File: src/rtl/core/sotth_pkg.sv
// Shared types, constants and mixing functions for the seeded token hash.
// No dependencies; imported by every module of the block.
package sotth_pkg;

    localparam logic [31:0] SEED_RESET  = 32'd402904;
    // 1000000 = 2^6 * 15625: the low 6 bits pass through, the rest is reduced mod 15625
    localparam int          LOW_BITS    = 6;
    localparam logic [13:0] MOD_ODD     = 14'd15625;
    // floor(2^40 / 15625); quotient estimate is exact or one short
    localparam logic [26:0] RECIP       = 27'd70368744;
    localparam int          RECIP_SHIFT = 40;
    localparam int          QUEUE_DEPTH = 4;
    localparam int          QPTR_W      = $clog2(QUEUE_DEPTH);

    // one finished string waiting for the back end
    typedef struct packed {
        logic [31:0] acc;
        logic [31:0] seed;
    } t_job;

    function automatic logic [31:0] mix_byte(input logic [31:0] acc, input logic [7:0] b);
        logic [31:0] a;
        logic [31:0] s;
        a = acc + {24'd0, b};
        s = a + (a << 10);
        return s ^ (s >> 6);
    endfunction

    function automatic logic [31:0] finalize(input logic [31:0] acc);
        logic [31:0] a;
        logic [31:0] x;
        a = acc + (acc << 3);
        x = a ^ (a >> 11);
        return x + (x << 15);
    endfunction

endpackage

File: src/rtl/core/sotth_front.sv
// Front end: takes string bytes, keeps the running accumulator and hands
// each finished (mixed, not yet finalized) string to the queue. Uses sotth_pkg.
module sotth_front
    import sotth_pkg::*;
(
    input  logic        i_clk,
    input  logic        i_rst_n,
    input  logic [31:0] i_seed,
    input  logic        i_valid,
    input  logic [7:0]  i_byte,
    input  logic        i_last,
    input  logic        i_full,
    output logic        o_ready,
    output logic        o_push,
    output t_job        o_job
);

    logic [31:0] r_acc, n_acc;
    logic        r_start, n_start;
    logic        w_take;
    logic [31:0] w_mixed;

    assign o_ready = !i_full;
    assign w_take  = i_valid && o_ready;
    assign w_mixed = mix_byte(r_start ? i_seed : r_acc, i_byte);

    assign o_push    = w_take && i_last;
    assign o_job.acc  = w_mixed;
    assign o_job.seed = i_seed;

    always_comb begin
        n_acc   = r_acc;
        n_start = r_start;
        if (w_take) begin
            n_acc   = w_mixed;
            n_start = i_last;
        end
    end

    always_ff @(posedge i_clk) begin
        if (!i_rst_n) begin
            r_acc   <= '0;
            r_start <= 1'b1;
        end else begin
            r_acc   <= n_acc;
            r_start <= n_start;
        end
    end

endmodule

File: src/rtl/core/sotth_queue.sv
// Short FIFO of finished strings between front and back end.
// Uses sotth_pkg for the entry type and depth.
module sotth_queue
    import sotth_pkg::*;
(
    input  logic i_clk,
    input  logic i_rst_n,
    input  logic i_push,
    input  t_job i_job,
    input  logic i_pop,
    output logic o_full,
    output logic o_empty,
    output t_job o_job
);

    t_job                r_mem [QUEUE_DEPTH];
    logic [QPTR_W-1:0]   r_wptr, n_wptr;
    logic [QPTR_W-1:0]   r_rptr, n_rptr;
    logic [QPTR_W:0]     r_count, n_count;
    logic                w_pop;

    assign o_full  = (r_count == (QPTR_W+1)'(QUEUE_DEPTH));
    assign o_empty = (r_count == '0);
    assign o_job   = r_mem[r_rptr];
    assign w_pop   = i_pop && !o_empty;

    always_comb begin
        n_wptr  = r_wptr;
        n_rptr  = r_rptr;
        n_count = r_count;
        if (i_push) n_wptr = r_wptr + 1'b1;
        if (w_pop)  n_rptr = r_rptr + 1'b1;
        if (i_push && !w_pop) n_count = r_count + 1'b1;
        else if (!i_push && w_pop) n_count = r_count - 1'b1;
    end

    always_ff @(posedge i_clk) begin
        if (i_push) r_mem[r_wptr] <= i_job;
    end

    always_ff @(posedge i_clk) begin
        if (!i_rst_n) begin
            r_wptr  <= '0;
            r_rptr  <= '0;
            r_count <= '0;
        end else begin
            r_wptr  <= n_wptr;
            r_rptr  <= n_rptr;
            r_count <= n_count;
        end
    end

endmodule

File: src/rtl/core/sotth_back.sv
// Back end: finalize, reduce mod 1000000 by reciprocal multiply, form the
// check word. Four-stage pipeline ending in the output register. Uses sotth_pkg.
module sotth_back
    import sotth_pkg::*;
(
    input  logic        i_clk,
    input  logic        i_rst_n,
    input  logic        i_valid,
    input  t_job        i_job,
    output logic        o_ready,
    output logic        o_valid,
    input  logic        i_ready,
    output logic [19:0] o_value,
    output logic [31:0] o_check
);

    // stage valids
    logic r_v1, r_v2, r_v3, r_v4;
    logic w_rdy1, w_rdy2, w_rdy3, w_rdy4;

    // stage 1: finalized hash
    logic [31:0] r_h1, r_seed1;
    // stage 2: quotient estimate of (h >> 6) / 15625
    logic [25:0] r_y2;
    logic [LOW_BITS-1:0] r_lo2, r_lo3;
    logic [12:0] r_q2;
    logic [31:0] r_seed2, r_seed3;
    // stage 3: remainder, maybe one modulus too large
    logic [14:0] r_rem3;
    // stage 4: output
    logic [19:0] r_value;
    logic [31:0] r_check;

    logic [52:0] w_prod;
    logic [26:0] w_qm;
    logic [25:0] w_diff;
    logic [14:0] w_rem_fix;
    logic [19:0] w_value;

    assign w_rdy4  = !r_v4 || i_ready;
    assign w_rdy3  = !r_v3 || w_rdy4;
    assign w_rdy2  = !r_v2 || w_rdy3;
    assign w_rdy1  = !r_v1 || w_rdy2;
    assign o_ready = w_rdy1;

    assign w_prod = {27'd0, r_h1[31:LOW_BITS]} * {26'd0, RECIP};
    assign w_qm   = {14'd0, r_q2} * {13'd0, MOD_ODD};
    assign w_diff = r_y2 - w_qm[25:0];

    assign w_rem_fix = (r_rem3 >= {1'b0, MOD_ODD}) ? r_rem3 - {1'b0, MOD_ODD} : r_rem3;
    assign w_value   = {w_rem_fix[13:0], r_lo3};

    always_ff @(posedge i_clk) begin
        if (w_rdy1) begin
            r_h1    <= finalize(i_job.acc);
            r_seed1 <= i_job.seed;
        end
        if (w_rdy2) begin
            r_y2    <= r_h1[31:LOW_BITS];
            r_lo2   <= r_h1[LOW_BITS-1:0];
            r_q2    <= w_prod[RECIP_SHIFT+12:RECIP_SHIFT];
            r_seed2 <= r_seed1;
        end
        if (w_rdy3) begin
            r_rem3  <= w_diff[14:0];
            r_lo3   <= r_lo2;
            r_seed3 <= r_seed2;
        end
        if (w_rdy4) begin
            r_value <= w_value;
            r_check <= {12'd0, w_value} ^ r_seed3;
        end
    end

    always_ff @(posedge i_clk) begin
        if (!i_rst_n) begin
            r_v1 <= 1'b0;
            r_v2 <= 1'b0;
            r_v3 <= 1'b0;
            r_v4 <= 1'b0;
        end else begin
            if (w_rdy1) r_v1 <= i_valid;
            if (w_rdy2) r_v2 <= r_v1;
            if (w_rdy3) r_v3 <= r_v2;
            if (w_rdy4) r_v4 <= r_v3;
        end
    end

    assign o_valid = r_v4;
    assign o_value = r_value;
    assign o_check = r_check;

endmodule

File: src/rtl/core/seeded_one_at_a_time_token_hash.sv
// Seeded one-at-a-time token hash. Bytes arrive on the slave stream, tlast
// marking the final byte of a string; one byte is taken per cycle. The
// front end mixes each byte into the accumulator register (the
// accumulator feedback loop sets the one-byte-per-cycle rate); the first
// byte of a string starts from the seed register. A string's last byte
// pushes the mixed value into a four-entry queue; the back end finalizes it,
// reduces it modulo 1000000 and forms token value and value XOR seed. The
// token passes from its queue entry through the back end's finalize, quotient,
// remainder and output registers to the master stream.
// Input stalls only when the queue is full. Write the seed only while no
// string is in flight.
module seeded_one_at_a_time_token_hash
    import sotth_pkg::*;
(
    input  logic        i_clk,
    input  logic        i_rst_n,
    input  logic        i_seed_we,
    input  logic [31:0] i_seed_wdata,
    input  logic        i_s_axis_tvalid,
    output logic        o_s_axis_tready,
    input  logic [7:0]  i_s_axis_tdata,   // [7:0] data_byte
    input  logic        i_s_axis_tlast,   // last_byte
    output logic        o_m_axis_tvalid,
    input  logic        i_m_axis_tready,
    output logic [55:0] o_m_axis_tdata    // [19:0] token_value, [51:20] token_check, pad
);

    logic [31:0] r_seed;
    logic        w_push, w_full, w_empty, w_back_ready;
    t_job        w_push_job, w_head_job;
    logic [19:0] w_value;
    logic [31:0] w_check;

    always_ff @(posedge i_clk) begin
        if (!i_rst_n) begin
            r_seed <= SEED_RESET;
        end else if (i_seed_we) begin
            r_seed <= i_seed_wdata;
        end
    end

    sotth_front u_front (
        .i_clk   (i_clk),
        .i_rst_n (i_rst_n),
        .i_seed  (r_seed),
        .i_valid (i_s_axis_tvalid),
        .i_byte  (i_s_axis_tdata),
        .i_last  (i_s_axis_tlast),
        .i_full  (w_full),
        .o_ready (o_s_axis_tready),
        .o_push  (w_push),
        .o_job   (w_push_job)
    );

    sotth_queue u_queue (
        .i_clk   (i_clk),
        .i_rst_n (i_rst_n),
        .i_push  (w_push),
        .i_job   (w_push_job),
        .i_pop   (w_back_ready),
        .o_full  (w_full),
        .o_empty (w_empty),
        .o_job   (w_head_job)
    );

    sotth_back u_back (
        .i_clk   (i_clk),
        .i_rst_n (i_rst_n),
        .i_valid (!w_empty),
        .i_job   (w_head_job),
        .o_ready (w_back_ready),
        .o_valid (o_m_axis_tvalid),
        .i_ready (i_m_axis_tready),
        .o_value (w_value),
        .o_check (w_check)
    );

    assign o_m_axis_tdata = {4'd0, w_check, w_value};

endmodule

File: config.mk
export PLATFORM = sky130hd
export DESIGN_NAME = seeded_one_at_a_time_token_hash
export DESIGN_NICKNAME = d
export VERILOG_FILES = /design/src/rtl/core/sotth_pkg.sv /design/src/rtl/core/sotth_front.sv /design/src/rtl/core/sotth_queue.sv /design/src/rtl/core/sotth_back.sv /design/src/rtl/core/seeded_one_at_a_time_token_hash.sv
export SDC_FILE = /design/constraint.sdc
export NUM_CORES = 2
export LEC_CHECK = 0
export BUFFER_PORTS_ARGS = -buffer_cell sky130_fd_sc_hd__buf_4
export CAP_MARGIN = 20
export CORE_ASPECT_RATIO = 1.4
export CORE_MARGIN = 4
export CORE_UTILIZATION = 45
export CTS_CLUSTER_DIAMETER = 30
export DETAILED_ROUTE_END_ITERATION = 10
export SYNTH_ARGS = -nofsm -noshare
export SYNTH_HDL_FRONTEND = slang
export SYNTH_SLANG_ARGS = --single-unit
File: constraint.sdc
create_clock -name i_clk -period 9 [get_ports i_clk]
set_input_delay 1.8 -clock i_clk [delete_from_list [all_inputs] [get_ports i_clk]]
set_output_delay 1.8 -clock i_clk [all_outputs]
set_load 0.005 [all_outputs]
==> results_dict.tcl <==
set metrics [dict create \
    grt_start_max_net_pins 65 \
    final_cell_mix "493 x inv_1, 491 x edfxtp_1, 387 x ha_1, 271 x fa_1, 129 x nor2_1" \
    synth_seq_area_share_pct 43.8 \
    drv_slew 0 \
    setup_viol 0 \
    cp-end-kind "register" \
    fin_nets 3764 \
    timing.rr.end "u_back.r_q2[11]$_DFFE_PP_" \
    reg2reg_depth 23 \
    grt_util_all_layers_pct 20.6 \
    preCtsSetupSlack_ns 1.66 \
    ys_async_sr_fraction_pct 0 \
    drt-total-wl_microns 89300 \
    cp_max_fo 9 \
    hold_end "u_back.r_seed3[9]$_DFFE_PP_" \
    slew_headroom_pct 30.2 \
    grt_pass1_vias 24600 \
    num_io_pins 104 \
    viasPerCell 5.31 \
    min_path_type "register to register" \
    gp_congestion 0.951 \
    tritoncts "yes" \
    fp.dieW_microns 251 \
    hold_buffers 0 \
    grt_overflow 0 \
    syn_inst 2893 \
    run_status "complete, no violations" \
    syn-cell-area_sq_um 37300 \
    fmaxAchievable_ghz 0.139 \
    hold_viol_final 0 \
    htree_levels 3 \
    cts_buffers 103 \
    finalSetupTns_ns 0 \
    worst_slack_ns 1.79 \
    hp-start "u_back.r_seed2[9]$_DFFE_PP_" \
    dieArea_sq_um 87500 \
    wl_per_cell_microns 21.2 \
    fin_crit_ns 7.21 \
    cts_resized 0 \
    antenna_found_initial 0 \
    fp.dieH_microns 348 \
    drt_first_iter_violations 1181 \
    post_cts_buffers 0 \
    area_growth_pct 15.0 \
    ys.flop_type "edfxtp_1" \
    dr.pass1.iters 7 \
    cts.clk_slew.worst_paths_ns 0.05 \
    critPathKind "register to register" \
    core_area_sq_um 81900 \
    stdcell_count 4219 \
    grt_pass1_wl_microns 140000 \
    synth_warnings 0 \
    required_ns 9.37 \
    cts-root-buf "clkbuf_16" \
    antenna_left 0 \
    synth-edff-count 491 \
    crit-reg2reg-launch "u_back.r_h1[29]$_DFFE_PP_" \
    period_share_pct 80.1 \
    io_buffers 99 \
    clock_latency_ns 0.67 \
    syn_avg_cell_area_sq_um 12.9 \
    clock_path_buffers 3 \
    drive_above_1_share_pct 13.0 \
    fillCellCount 6899 \
    cp_data_arrival_time_ns 7.59 \
    synth-seq-cells 569 \
    initial_core_util_pct 45.5 \
    hold_depth 0 \
    ys_types 100 \
    drv_cap 0 \
    rows 124 \
    startpoint_type "register" \
    rsz0062_at_grt "false" \
    placed_cells 4025 \
    tightest_slew_ns 1.05 \
    final_common_cell "inv_1" \
    finalClockSkew_ns 0.0835 \
    ff2ff_setup_slack_ns 1.79 \
    numClockSinks 569 \
    drc_errors 0 \
    dp_hpwl_microns 69400 \
    vias 22400 \
]
## synthesized netlist by cell type, drive strengths merged (12+ instances only)
| library cell | number | area (sq um) |
|---|---|---|
| nor3 | 49 | 255 |
| xor2 | 115 | 1010 |
| nand2b | 14 | 87.6 |
| nand4 | 12 | 75.1 |
| buf | 27 | 141 |
| mux4 | 64 | 1440 |
| nand2 | 105 | 394 |
| nor2b | 15 | 93.8 |
| and3 | 16 | 100 |
| nor2 | 129 | 484 |
| o21a | 14 | 106 |
| o21bai | 15 | 113 |
| dfxtp | 78 | 1560 |
| nand3 | 22 | 123 |
| ha | 387 | 4840 |
| a31oi | 14 | 93.8 |
| o21ai | 46 | 249 |
| a21o | 52 | 390 |
| mux2i | 48 | 480 |
| edfxtp | 491 | 14700 |
| a21oi | 106 | 546 |
| inv | 496 | 1860 |
| fa | 271 | 5430 |
| clkbuf | 28 | 105 |
| xnor2 | 119 | 1050 |
## cell families (layout without fill, tap and decap cells)
kind of cell	count (synthesis)	after routing	synth area share (%)
adder cells (fa/ha/maj)	658	658	27.6
flip-flops	569	569	43.8
buffers and inverters	551	802	5.66
AND/OR/NAND/NOR	419	419	5.54
AO/OA/AOI/OAI	336	336	6.26
XOR/XNOR	237	237	5.73
multiplexers	122	122	5.46
other	1	5	0.0101
## metrics by stage
step	util (%)	area [sq um]	hold slack [ns]
2_1_floorplan	-	37300	0.400
3_3_place_gp	47.9	39200	0.402
3_5_place_dp	47.9	39200	0.405
4_1_cts	52.2	42800	0.395
5_1_grt	52.3	42800	0.416
6_report	52.3	42800	0.411
## flip-flops by register name (all words and copies together), names as in the netlist, 13 cells and up, named ones only
| signal | cells |
|---|---|
| u_back.r_h1 | 32 |
| r_seed | 32 |
| u_back.r_rem3 | 15 |
| u_back.r_q2 | 13 |
| u_back.r_seed3 | 32 |
| u_back.r_seed2 | 32 |
| u_back.r_seed1 | 32 |
| u_front.r_acc | 32 |
| u_back.r_y2 | 15 |
| u_queue.r_mem | 256 |
| u_back.o_check | 32 |
| u_back.o_value | 20 |
## critical path, stage by stage (launching register included)
cell	delay (ns)
edfxtp_1	0.64
inv_1	0.22
fa_1	0.54
inv_1	0.05
fa_1	0.49
inv_1	0.05
fa_1	0.37
fa_1	0.49
inv_1	0.05
fa_1	0.47
fa_1	0.54
inv_1	0.06
fa_1	0.54
inv_1	0.04
ha_1	0.29
and2_1	0.18
nand3_1	0.24
o31ai_1	0.14
a31oi_1	0.40
o21a_1	0.23
o2bb2ai_1	0.15
o41ai_2	0.50
o21bai_1	0.14
xor2_1	0.16
## routing by layer
layer / global-route usage [%] / wire length (microns) / up-vias
met5: 0 / 0 / -
met2: 38.8 / 48400 / 491
met4: 7.87 / 3370 / 0
met1: 24.3 / 34700 / 11400
li1: - / - / 10400
met3: 2.03 / 2780 / 165
## final cells by class
cell class | count | area (sq um) | share of cell area, %
timing repair buffer | 114 | 868 | 2.03
antenna | 1 | 2.50 | 0.00584
inverter | 496 | 1860 | 4.35
multi-input combinational | 1776 | 18900 | 44.0
clock buffer | 112 | 2630 | 6.15
tap | 1071 | 1340 | 3.13
sequential | 569 | 16300 | 38.1
clock inverter | 80 | 947 | 2.21
## worst max path at each step
stage,start,endpoint,slack [ns],cells past startpoint
2_1_floorplan,u_back.r_h1[16]$_DFFE_PP_,u_back.r_q2[11]$_DFFE_PP_,2.52,21
3_3_place_gp,i_s_axis_tdata[0],u_queue.r_mem[0][52]$_DFFE_PP_,1.75,20
3_5_place_dp,i_s_axis_tdata[0],u_queue.r_mem[2][52]$_DFFE_PP_,1.66,21
4_1_cts,u_back.r_h1[30]$_DFFE_PP_,u_back.r_q2[11]$_DFFE_PP_,1.75,23
5_1_grt,u_back.r_h1[29]$_DFFE_PP_,u_back.r_q2[11]$_DFFE_PP_,1.49,23
6_report,u_back.r_h1[29]$_DFFE_PP_,u_back.r_q2[11]$_DFFE_PP_,1.79,23
Power is not shown: default switching activity piles up to over one toggle a cycle in this logic, so the estimate is an artifact.
